## src/design/int7s_pkg.sv

```systemverilog
// Shared types, constants and helper functions for the seven-segment formatter.
package int7s_pkg;

  localparam logic [1:0] ACT_UNSIGNED = 2'd0;
  localparam logic [1:0] ACT_SIGNED   = 2'd1;
  localparam logic [1:0] ACT_LABEL    = 2'd2;

  localparam int UNSIGNED_MAX = 9999;
  localparam int SIGNED_MAX   = 999;
  localparam int SIGNED_MIN   = -999;

  localparam logic [3:0] GLYPH_MINUS = 4'd10;
  localparam logic [3:0] GLYPH_BLANK = 4'd11;
  localparam logic [7:0] COLON_BIT   = 8'b1000_0000;

  // floor(x / 10) == (x * RECIP10) >> RECIP_SHIFT for every x below 43699
  localparam int MAG_W       = 14;
  localparam int RECIP10     = 52429;
  localparam int RECIP_SHIFT = 19;
  localparam int PROD_W      = MAG_W + 16;

  typedef struct packed {
    logic [1:0]         action;
    logic signed [31:0] number;
    logic [3:0]         label_right;
    logic [3:0]         label_second;
    logic [3:0]         label_third;
    logic [3:0]         label_left;
    logic               colon_lit;
  } req_t;

  typedef struct packed {
    logic [7:0] segments_right;
    logic [7:0] segments_second;
    logic [7:0] segments_third;
    logic [7:0] segments_left;
  } rsp_t;

  // Word state between pipeline stages
  typedef struct packed {
    logic [1:0]       action;
    logic             neg;
    logic             colon;
    logic [3:0]       lbl0;
    logic [3:0]       lbl1;
    logic [3:0]       lbl2;
    logic [3:0]       lbl3;
    logic [MAG_W-1:0] quo;
    logic [3:0]       dig0;
    logic [3:0]       dig1;
    logic [3:0]       dig2;
  } stage_t;

  typedef struct packed {
    logic [MAG_W-1:0] q;
    logic [3:0]       r;
  } divmod_t;

  function automatic divmod_t div10(input logic [MAG_W-1:0] x);
    logic [PROD_W-1:0] prod;
    logic [MAG_W-1:0]  q;
    logic [MAG_W-1:0]  t;
    divmod_t           res;
    prod  = {16'b0, x} * PROD_W'(RECIP10);
    q     = MAG_W'(prod >> RECIP_SHIFT);
    t     = x - ((q << 3) + (q << 1));
    res.q = q;
    res.r = t[3:0];
    return res;
  endfunction

  function automatic logic [6:0] glyph_bits(input logic [3:0] idx);
    logic [6:0] seg;
    case (idx)
      4'd0:        seg = 7'b011_1111;
      4'd1:        seg = 7'b000_0110;
      4'd2:        seg = 7'b101_1011;
      4'd3:        seg = 7'b100_1111;
      4'd4:        seg = 7'b110_0110;
      4'd5:        seg = 7'b110_1101;
      4'd6:        seg = 7'b111_1101;
      4'd7:        seg = 7'b000_0111;
      4'd8:        seg = 7'b111_1111;
      4'd9:        seg = 7'b110_1111;
      GLYPH_MINUS: seg = 7'b100_0000;
      default:     seg = 7'b000_0000;
    endcase
    return seg;
  endfunction

endpackage

```

## src/design/int7s_if.sv

```systemverilog
// Valid/ready stream interfaces for request and result words.
interface int7s_req_if import int7s_pkg::*; ();
  logic valid;
  logic ready;
  req_t payload;

  modport source (output valid, output payload, input ready);
  modport sink   (input valid, input payload, output ready);
endinterface

interface int7s_rsp_if import int7s_pkg::*; ();
  logic valid;
  logic ready;
  rsp_t payload;

  modport source (output valid, output payload, input ready);
  modport sink   (input valid, input payload, output ready);
endinterface

```

## src/design/integer_to_seven_segment.sv

```systemverilog
// Four-digit seven-segment formatter: pipelined clamp, decimal split and glyph lookup.
//
// Each request word yields one result word of four active-high segment bytes
// (bits 0-6 = segments A-G, bit 7 = colon). Action 0 clamps the number to
// 0..9999 and shows four digits with leading zeros; action 1 clamps to
// -999..999, blanks leading zeros and places a minus left of the top digit;
// action 2 shows four raw glyph indices (0-9, 10 minus, 11 and above blank);
// action 3 shows blank. The block is a five-stage pipeline: clamp, then one
// divide-by-ten (reciprocal multiply) per stage for three stages, then the
// glyph lookup into the output register. The clamp stage loads at the
// accepting edge, and the sustained rate is one word per clock while the
// result side does not stall. Every stage holds its own valid bit and
// advances whenever the stage after it is empty or moving, so bubbles are
// squeezed out while the result side stalls and new words keep entering
// until the pipeline is full. There is no state beyond the pipeline;
// reset only clears the valid bits.
module integer_to_seven_segment import int7s_pkg::*; (
  input  logic        clk,
  input  logic        rst,
  int7s_req_if.sink   req,
  int7s_rsp_if.source rsp
);

  localparam int STAGES = 4;

  stage_t           s1, s2, s3, s4;
  stage_t           s1_next, s2_next, s3_next, s4_next;
  logic [STAGES:1]  v;
  logic [STAGES:1]  en;
  logic             out_valid;
  rsp_t             out_word;
  rsp_t             out_word_next;
  logic             en_out;

  // Per-stage advance: a stage may load when it is empty or its word moves on.
  assign en_out = !out_valid || rsp.ready;
  assign en[4]  = !v[4] || en_out;
  assign en[3]  = !v[3] || en[4];
  assign en[2]  = !v[2] || en[3];
  assign en[1]  = !v[1] || en[2];

  assign req.ready   = en[1];
  assign rsp.valid   = out_valid;
  assign rsp.payload = out_word;

  // Stage 1: clamp to the displayable range and take the magnitude.
  always_comb begin
    logic signed [31:0] num;
    logic [10:0]        neg_low;
    num            = req.payload.number;
    neg_low        = ~num[10:0] + 11'd1;
    s1_next        = '0;
    s1_next.action = req.payload.action;
    s1_next.colon  = req.payload.colon_lit;
    s1_next.lbl0   = req.payload.label_right;
    s1_next.lbl1   = req.payload.label_second;
    s1_next.lbl2   = req.payload.label_third;
    s1_next.lbl3   = req.payload.label_left;
    case (req.payload.action)
      ACT_UNSIGNED: begin
        if (num < 0) begin
          s1_next.quo = '0;
        end else if (num > UNSIGNED_MAX) begin
          s1_next.quo = MAG_W'(UNSIGNED_MAX);
        end else begin
          s1_next.quo = num[MAG_W-1:0];
        end
      end
      ACT_SIGNED: begin
        if (num > SIGNED_MAX) begin
          s1_next.quo = MAG_W'(SIGNED_MAX);
        end else if (num < SIGNED_MIN) begin
          s1_next.neg = 1'b1;
          s1_next.quo = MAG_W'(SIGNED_MAX);
        end else if (num < 0) begin
          s1_next.neg = 1'b1;
          s1_next.quo = {3'b0, neg_low};
        end else begin
          s1_next.quo = {3'b0, num[10:0]};
        end
      end
      default: begin
        s1_next.quo = '0;
      end
    endcase
  end

  // Stages 2..4: peel one decimal digit each, ones first.
  always_comb begin
    divmod_t dm2, dm3, dm4;
    dm2          = div10(s1.quo);
    s2_next      = s1;
    s2_next.quo  = dm2.q;
    s2_next.dig0 = dm2.r;
    dm3          = div10(s2.quo);
    s3_next      = s2;
    s3_next.quo  = dm3.q;
    s3_next.dig1 = dm3.r;
    dm4          = div10(s3.quo);
    s4_next      = s3;
    s4_next.quo  = dm4.q;
    s4_next.dig2 = dm4.r;
  end

  // Output stage: pick glyph indices per action and look up segments.
  always_comb begin
    logic [3:0] idx0, idx1, idx2, idx3;
    logic       ge10, ge100;
    logic [7:0] colon;
    ge10  = (s4.dig1 != 4'd0) || (s4.dig2 != 4'd0);
    ge100 = (s4.dig2 != 4'd0);
    colon = s4.colon ? COLON_BIT : 8'd0;
    case (s4.action)
      ACT_UNSIGNED: begin
        idx0 = s4.dig0;
        idx1 = s4.dig1;
        idx2 = s4.dig2;
        idx3 = s4.quo[3:0];
      end
      ACT_SIGNED: begin
        idx0 = s4.dig0;
        idx1 = ge10  ? s4.dig1 : GLYPH_BLANK;
        idx2 = ge100 ? s4.dig2 : GLYPH_BLANK;
        idx3 = GLYPH_BLANK;
        if (s4.neg) begin
          if (ge100) begin
            idx3 = GLYPH_MINUS;
          end else if (ge10) begin
            idx2 = GLYPH_MINUS;
          end else begin
            idx1 = GLYPH_MINUS;
          end
        end
      end
      ACT_LABEL: begin
        idx0 = s4.lbl0;
        idx1 = s4.lbl1;
        idx2 = s4.lbl2;
        idx3 = s4.lbl3;
      end
      default: begin
        idx0 = GLYPH_BLANK;
        idx1 = GLYPH_BLANK;
        idx2 = GLYPH_BLANK;
        idx3 = GLYPH_BLANK;
      end
    endcase
    out_word_next.segments_right  = {1'b0, glyph_bits(idx0)} | colon;
    out_word_next.segments_second = {1'b0, glyph_bits(idx1)} | colon;
    out_word_next.segments_third  = {1'b0, glyph_bits(idx2)} | colon;
    out_word_next.segments_left   = {1'b0, glyph_bits(idx3)} | colon;
  end

  // Valid bits: reset clears them; a stage takes its upstream valid when enabled.
  always_ff @(posedge clk) begin
    if (rst) begin
      v         <= '0;
      out_valid <= 1'b0;
    end else begin
      if (en[1]) v[1] <= req.valid;
      if (en[2]) v[2] <= v[1];
      if (en[3]) v[3] <= v[2];
      if (en[4]) v[4] <= v[3];
      if (en_out) out_valid <= v[4];
    end
  end

  // Payload registers: load only when the stage advances, hold otherwise.
  always_ff @(posedge clk) begin
    if (en[1]) s1 <= s1_next;
    if (en[2]) s2 <= s2_next;
    if (en[3]) s3 <= s3_next;
    if (en[4]) s4 <= s4_next;
    if (en_out) out_word <= out_word_next;
  end

`ifndef SYNTHESIS
  // An accepted word lands in the first stage.
  a_accept_enters: assert property (@(posedge clk) disable iff (rst)
    req.valid && req.ready |=> v[1])
    else $error("accepted word lost at stage 1");

  // A stalled stage 4 keeps its word intact.
  a_stage4_hold: assert property (@(posedge clk) disable iff (rst)
    v[4] && !en[4] |=> v[4] && $stable(s4))
    else $error("stage 4 word changed while stalled");

  // The colon bit is common to all four bytes.
  a_colon_common: assert property (@(posedge clk) disable iff (rst)
    rsp.valid |-> (rsp.payload.segments_right[7] == rsp.payload.segments_left[7]) &&
                  (rsp.payload.segments_second[7] == rsp.payload.segments_left[7]) &&
                  (rsp.payload.segments_third[7] == rsp.payload.segments_left[7]))
    else $error("colon bit differs between digits");

  // Reset empties the pipeline.
  a_reset_empty: assert property (@(posedge clk)
    rst |=> !rsp.valid && (v == '0))
    else $error("pipeline not empty after reset");
`endif

endmodule
```

## src/flat_wrapper.sv

```systemverilog
// flat-port wrapper written by rule: the top's interface ports become plain ports
module integer_to_seven_segment_flat import int7s_pkg::*;
  (clk, rst, req_valid, req_payload, req_ready, rsp_valid, rsp_payload, rsp_ready);
  int7s_req_if req_i ();
  int7s_rsp_if rsp_i ();
  input  logic clk;
  input  logic rst;
  input wire logic [$bits(req_i.valid)-1:0] req_valid;
  input wire logic [$bits(req_i.payload)-1:0] req_payload;
  output wire logic [$bits(req_i.ready)-1:0] req_ready;
  output wire logic [$bits(rsp_i.valid)-1:0] rsp_valid;
  output wire logic [$bits(rsp_i.payload)-1:0] rsp_payload;
  input wire logic [$bits(rsp_i.ready)-1:0] rsp_ready;
  assign req_i.valid = req_valid;
  assign req_i.payload = req_payload;
  assign req_ready = req_i.ready;
  assign rsp_valid = rsp_i.valid;
  assign rsp_payload = rsp_i.payload;
  assign rsp_i.ready = rsp_ready;
  integer_to_seven_segment u_core (.clk(clk), .rst(rst), .req(req_i), .rsp(rsp_i));
endmodule
```

## config.mk

```make
export PLATFORM = sky130hd
export DESIGN_NAME = integer_to_seven_segment_flat
export DESIGN_NICKNAME = d
export VERILOG_FILES = /design/src/design/int7s_pkg.sv /design/src/design/int7s_if.sv /design/src/design/integer_to_seven_segment.sv /design/src/flat_wrapper.sv
export SDC_FILE = /design/constraint.sdc
export NUM_CORES = 1
export LEC_CHECK = 0
export BUFFER_PORTS_ARGS = -buffer_cell sky130_fd_sc_hd__buf_4
export CAP_MARGIN = 10
export CORE_MARGIN = 2
export CORE_UTILIZATION = 52
export DETAILED_ROUTE_END_ITERATION = 6
export PLACE_DENSITY = 0.73
export SYNTH_ARGS = -nofsm -noshare
export SYNTH_HDL_FRONTEND = slang
export SYNTH_SLANG_ARGS = --single-unit
```

## constraint.sdc

```tcl
create_clock -name clk -period 16.8 [get_ports clk]
set_input_delay 3.36 -clock clk [delete_from_list [all_inputs] [get_ports clk]]
set_output_delay 3.36 -clock clk [all_outputs]
set_load 0.03 [all_outputs]
```

==> results.yml, run 1 <==
global_route:
  antenna_found_initial: 0
  grt_pass1_wl_um: 43200
  met1_usage_pct: 24.3
  grt_pass1_vias: 8949
  top_usage_layer: "met2"
  gr-usage-all-layers_pct: 19.1
  grt_max_degree: 37
  gr-total-overflow: 0
  met3_usage_pct: 3.08
  gr-usage-met2_pct: 34.2
synthesis:
  synth_edf_count: 170
  ys_types: 61
  synthMuxAreaShare_pct: 0.214
  yosysMostFrequentCell: "ha_1"
  synth.avg_cell_area_um2: 11.7
  synth_top_family_by_area: "adder cells"
  synth-xor-area-share_pct: 2.87
  post_synth_and_or_nand_nor_area_fraction_pct: 6.68
  synth_common_cells: "ha_1, inv_1, edfxtp_1"
  synth_top_cell_by_area: "edfxtp_1"
  yosysTopAreaCellShare_pct: 36.4
  syn-num-nets: 1618
  ys_seq_area_share_pct: 37.1
  syn_area_um2: 14000
  synthCells: 1198
  synth-adder-area-share_pct: 38.3
  synthTopCellsByArea: "edfxtp_1, ha_1, fa_1, inv_1, xnor2_1"
  synth-seq-cells: 175
  synth_compound_area_share_pct: 8.02
  ys.warnings.count: 0
  synth_flop_cell: "edfxtp_1"
  ys_async_sr_fraction_pct: 0
placement:
  dp.cells: 1616
  gp_congestion: 0.869
  numPortBuffers: 88
  dp_hpwl_um: 20400
die:
  std_cell_rows: 60
  ios: 89
  coreArea_um2: 26700
  die_y_um: 168
  die-area_um2: 28300
  die-width_um: 168
  initial_core_util_pct: 52.4
critical_path:
  r2r_cells: 22
  r2r_setup_slack_ns: 10.60
  reg2reg_to: "u_core.s2[11]"
  cp.arrival_ns: 4.64
  critPathLaunchType: "input port"
  r2r-start: "u_core.s1[20]"
  cp_max_fo: 36
  criticalPathCategory: "input port to primary output"
  endpoint: "req_ready"
  cp.required_ns: 13.44
  crit_start: "rsp_ready"
  end_kind: "primary output"
sta:
  slew_headroom_pct: 29.7
  fin_skew_ns: 0.0135
  hold_viol: 0
  finalSetupViolCount: 0
  rsz0062_at_grt: "no"
  fin_crit_sh_pct: 47.6
  report.final.slew_viol_count: 0
  fin_tns_setup_ns: 0
  worstMarginPinSlew_ns: 1.05
  fin_crit_ns: 8.00
  fmax_ghz: 0.125
route:
  firstDrtPassIters: 4
  drtIter0Drc: 389
  wire_per_inst_um: 15.4
  vias: 8658
  ant_nets: 0
  routed_wl_um: 25400
  vias_per_cell: 5.25
  drc: 0
final_layout:
  instances_no_fill: 1648
  nFillCells: 2159
  nets: 1714
  syn_to_final_growth_pct: 11.8
  drive_gt1_share_pct: 10.9
  diodes: 0
clock_tree:
  cts.sinks: 175
  cts_buffers: 17
  htreeDepth: 4
  post_cts_buffers: 0
  cts_buffer_depth: 2
  cts-root-buf: "clkbuf_16"
  ctsHoldBuffers: 0
  clkTransAtPathRegs_ns: 0.07
  cts_tree: "built"
  postCtsResizedCells: 0
  clk_latency_ns: 0.44
hold_path:
  hold_path_class: "register to register"
status:
  status: "completed"
flow_run:
  cap_violations: 0
-- cell families (layout without fill, tap and decap cells) --
group | Yosys count | in the layout
DFF | 175 | 175
adders and majority gates | 365 | 365
buffers and inverters | 250 | 359
muxes | 3 | 3
xor gates and xnor gates | 46 | 46
and+or+nand+nor | 188 | 188
AOI/OAI and AO/OA | 171 | 171
-- routing by layer --
layer  wire length [um]  up-vias
li1                   -     4314
met1              11200     4150
met2              12900      153
met3                785       41
met4                483        0
met5                  0        -
-- metrics by stage --
stage / area (um2) / setup slack, ns / util, % / hold WS [ns]
floorplan: 14000 / 8.59 / - / 0.400
global placement: 15100 / 8.85 / 56.4 / 0.400
CTS: 15700 / 8.79 / 58.7 / 0.409
global route: 15700 / 8.70 / 58.7 / 0.423
detailed placement: 15100 / 8.80 / 56.4 / 0.405
finish: 15700 / 8.80 / 58.7 / 0.407
-- worst min-delay path by stage --
stage,slack (ns),end,startpoint,depth (start not counted)
6_report,0.41,u_core.s3[39],u_core.s2[39],0
5_1_grt,0.42,u_core.s4[36],u_core.s3[36],0
4_1_cts,0.41,u_core.s3[39],u_core.s2[39],0
3_5_place_dp,0.40,u_core.s2[28],u_core.s1[28],0
3_3_place_gp,0.40,u_core.s4[29],u_core.s3[29],0
2_1_floorplan,0.40,u_core.rsp.payload[7],u_core.s4[42],0
-- critical path: stages --
cell	delay [ns]
buf_4	0.11
nor2b_1	0.26
and3_1	0.30
nand3_2	0.08
buf_4	0.27
buf_4	0.23
-- flip-flops by register name, indices dropped and copies added, names as in the netlist --
signal,count
u_core.s3,36
u_core.rsp.valid,1
u_core.rsp.payload,29
u_core.s4,36
u_core.v,4
u_core.s1,34
u_core.s2,35
-- final cells by class --
cell class              count  area, um2  area share [%]
inverters                 234        878            5.60
repair buffers             93        698            4.45
flip-flops and latches    175       5200            33.2
clock buffers              18        429            2.74
multi-input cells         773       7860            50.1
well taps                 341        427            2.72
clock inverters            14        178            1.13
-- placed cells by master, fill, tap and decap left out, drive strengths merged, types with 18 or more instances in the layout --
cell type / count
a21oi: 44
buf: 93
clkbuf: 18
edfxtp: 170
fa: 106
ha: 259
inv: 240
nand2: 43
nor2: 50
o21ai: 47
xnor2: 34
Power of run 1 is not shown: default switching activity piles up to over one toggle a cycle in this logic, so the estimate is an artifact.
==> inputs of run 2 (changes only) <==
--- a/config.mk
+++ b/config.mk
@@ -5,12 +5,13 @@
 export SDC_FILE = /design/constraint.sdc
 export NUM_CORES = 1
 export LEC_CHECK = 0
+export ABC_AREA = 1
 export BUFFER_PORTS_ARGS = -buffer_cell sky130_fd_sc_hd__buf_4
 export CAP_MARGIN = 10
 export CORE_MARGIN = 2
 export CORE_UTILIZATION = 52
 export DETAILED_ROUTE_END_ITERATION = 6
-export PLACE_DENSITY = 0.73
+export PLACE_DENSITY = 0.75
 export SYNTH_ARGS = -nofsm -noshare
 export SYNTH_HDL_FRONTEND = slang
 export SYNTH_SLANG_ARGS = --single-unit
==> constraint.sdc (replaced) <==
create_clock -name clk -period 7.01 [get_ports clk]
set_input_delay 1.402 -clock clk [delete_from_list [all_inputs] [get_ports clk]]
set_output_delay 1.402 -clock clk [all_outputs]
set_load 0.03 [all_outputs]
==> results.yml, run 2 <==
critical_path:
  reg2reg_to: "u_core.s2[11]"
  cpMostUsedCell: "inv_1"
  path_buf_inv: 8
  cp.required_ns: 7.20
  crit_slowest_cell: "fa_1"
  r2r_cells: 26
  r2r-start: "u_core.s1[24]"
  cp.arrival_ns: 5.96
  path_delay_family: "adder cells"
  criticalPathCategory: "register to register"
  cp_max_fo: 4
  critPathMaxStageDelay_ns: 0.65
  critPathLaunchType: "register"
  end_kind: "register"
  r2r_setup_slack_ns: 1.24
synthesis:
  ys_types: 46
  ys_async_sr_fraction_pct: 0
  ys_seq_area_share_pct: 33.4
  synth-xor-area-share_pct: 1.97
  synth_common_cells: "inv_1, nand2_1, ha_1"
  synth_top_family_by_area: "adder cells"
  yosysTopAreaCellShare_pct: 32.8
  synth_top_cell_by_area: "edfxtp_1"
  synthTopCellsByArea: "edfxtp_1, ha_1, fa_1, inv_1, nand2_1"
  synth_compound_area_share_pct: 6.97
  synth_flop_cell: "edfxtp_1"
  ys.warnings.count: 0
  syn-num-nets: 2065
  synthMuxAreaShare_pct: 0
  synth-adder-area-share_pct: 34.5
  synthCells: 1644
  post_synth_and_or_nand_nor_area_fraction_pct: 14.3
  yosysMostFrequentCell: "inv_1"
  syn_area_um2: 15600
  synth-seq-cells: 175
  synth_edf_count: 170
  synth.avg_cell_area_um2: 9.48
sta:
  slew_headroom_pct: 52.6
  hold_viol: 0
  fin_skew_ns: 0.0145
  finalSetupViolCount: 0
  setup_slack_ns: 1.24
  fmax_ghz: 0.173
  report.final.slew_viol_count: 0
  fin_tns_setup_ns: 0
  worstMarginPinSlew_ns: 0.707
  fin_crit_sh_pct: 82.3
  fin_crit_ns: 5.77
  rsz0062_at_grt: "no"
die:
  die-width_um: 177
  die-area_um2: 31400
  std_cell_rows: 63
  ios: 89
  initial_core_util_pct: 52.7
  die_y_um: 177
  coreArea_um2: 29600
route:
  drc: 0
  drtIter0Drc: 600
  vias_per_cell: 5.15
  firstDrtPassIters: 5
  routed_wl_um: 31000
  wire_per_inst_um: 14.4
  ant_nets: 0
  vias: 11076
placement:
  gp_congestion: 0.916
  dp_hpwl_um: 26200
  numPortBuffers: 88
  post-place-ws_ns: 1.27
  dp.cells: 2119
final_layout:
  nFillCells: 2450
  final_common_cell: "inv_1"
  multi_input_area_um2: 8990
  post-route-util_pct: 58.6
  nets: 2169
  reg_top3: "u_core.s3: 36 flops, u_core.s4: 36 flops, u_core.s2: 35 flops"
  seqCellArea_um2: 5200
  instances_no_fill: 2151
  drive_gt1_share_pct: 8.80
  mostFrequentLayoutCells: "inv_1, nand2_1, ha_1, edfxtp_1, fa_1"
  diodes: 0
  syn_to_final_growth_pct: 11.2
clock_tree:
  clkTransAtPathRegs_ns: 0.07
  cts_buffers: 17
  cts.sinks: 175
  cts-root-buf: "clkbuf_16"
  cts_buffer_depth: 2
  htreeDepth: 4
  ctsHoldBuffers: 0
  post_cts_buffers: 0
  clk_latency_ns: 0.43
  cts_tree: "built"
  postCtsResizedCells: 0
flow_run:
  cap_violations: 0
hold_path:
  min_from: "u_core.s3[41]"
  whs_endpoint: "u_core.s4[41]"
  hold_path_class: "register to register"
  holdPathStages: 0
global_route:
  grt_max_degree: 39
  grt_pass1_wl_um: 50800
  antenna_found_initial: 0
  gr-usage-all-layers_pct: 20.3
  gr-total-overflow: 0
  grt_pass1_vias: 10896
status:
  status: "completed"
[run 2: cell count changes after synthesis, sizes merged, moves of 18 or more]
| cell | previous run | this run |
|---|---|---|
| nor2 | 50 | 102 |
| inv | 234 | 353 |
| nand2 | 43 | 303 |
| xnor2 | 34 | 16 |
| nand3 | 10 | 63 |
| a21oi | 44 | 71 |
[run 2: cells by family after synthesis]
family / count (synthesis)
adder cells (fa/ha/maj): 366
XOR/XNOR: 35
flip-flops: 175
AND/OR/NAND/NOR: 528
buffers and inverters: 361
AO/OA/AOI/OAI: 179
[run 2: per-layer routing]
| metal | up-vias | wire (um) | GRT usage, % |
|---|---|---|---|
| met5 | - | 0 | 0 |
| met4 | 0 | 710 | 6.10 |
| met3 | 47 | 931 | 2.32 |
| met2 | 235 | 15800 | 36.5 |
| met1 | 5209 | 13500 | 25.5 |
| li1 | 5585 | - | - |
[run 2: area by class of cell]
cell class                      instances  area share, %
Tap cell                              390           2.82
Clock inverter                         14           1.02
Clock buffer                           18           2.53
Sequential cell                       175           30.0
Inverter                              353           7.65
Multi-Input combinational cell       1108           51.9
Timing Repair Buffer                   93           4.03
[run 2: worst max path at each step]
stage,from,end,slack [ns],cells after the start
after floorplan,rsp_ready,req_ready,0.71,8
after global placement,u_core.s1[20],u_core.s2[11],1.43,26
after detailed placement,u_core.s1[24],u_core.s2[11],1.27,26
after CTS,u_core.s1[24],u_core.s2[11],1.24,26
after global routing,u_core.s1[24],u_core.s2[11],0.89,26
final,u_core.s1[24],u_core.s2[11],1.24,26
[run 2: stage by stage]
stage          cell area (um2)  hold slack (ns)
2_1_floorplan            15600            0.400
5_1_grt                  17300            0.415
4_1_cts                  17300            0.411
3_3_place_gp             16700            0.401
6_report                 17300            0.411
3_5_place_dp             16700            0.405
[run 2: worst reg2reg max path: stages, from the launching register on]
cell and delay (ns):
edfxtp_1 0.41, inv_1 0.06, ha_1 0.34, fa_1 0.65
fa_1 0.48, fa_1 0.55, inv_1 0.06, fa_1 0.51
inv_1 0.06, fa_1 0.49, inv_1 0.04, ha_1 0.32
a21oi_1 0.14, o21ai_0 0.09, inv_1 0.10, a21oi_1 0.07
nor2_1 0.08, inv_1 0.06, a21oi_1 0.14, xnor2_1 0.17
ha_1 0.30, nand2_1 0.08, inv_1 0.04, nor2_1 0.13
inv_1 0.06, nand2_1 0.06, nand2_1 0.04
Power of run 2 is left out for the same reason.
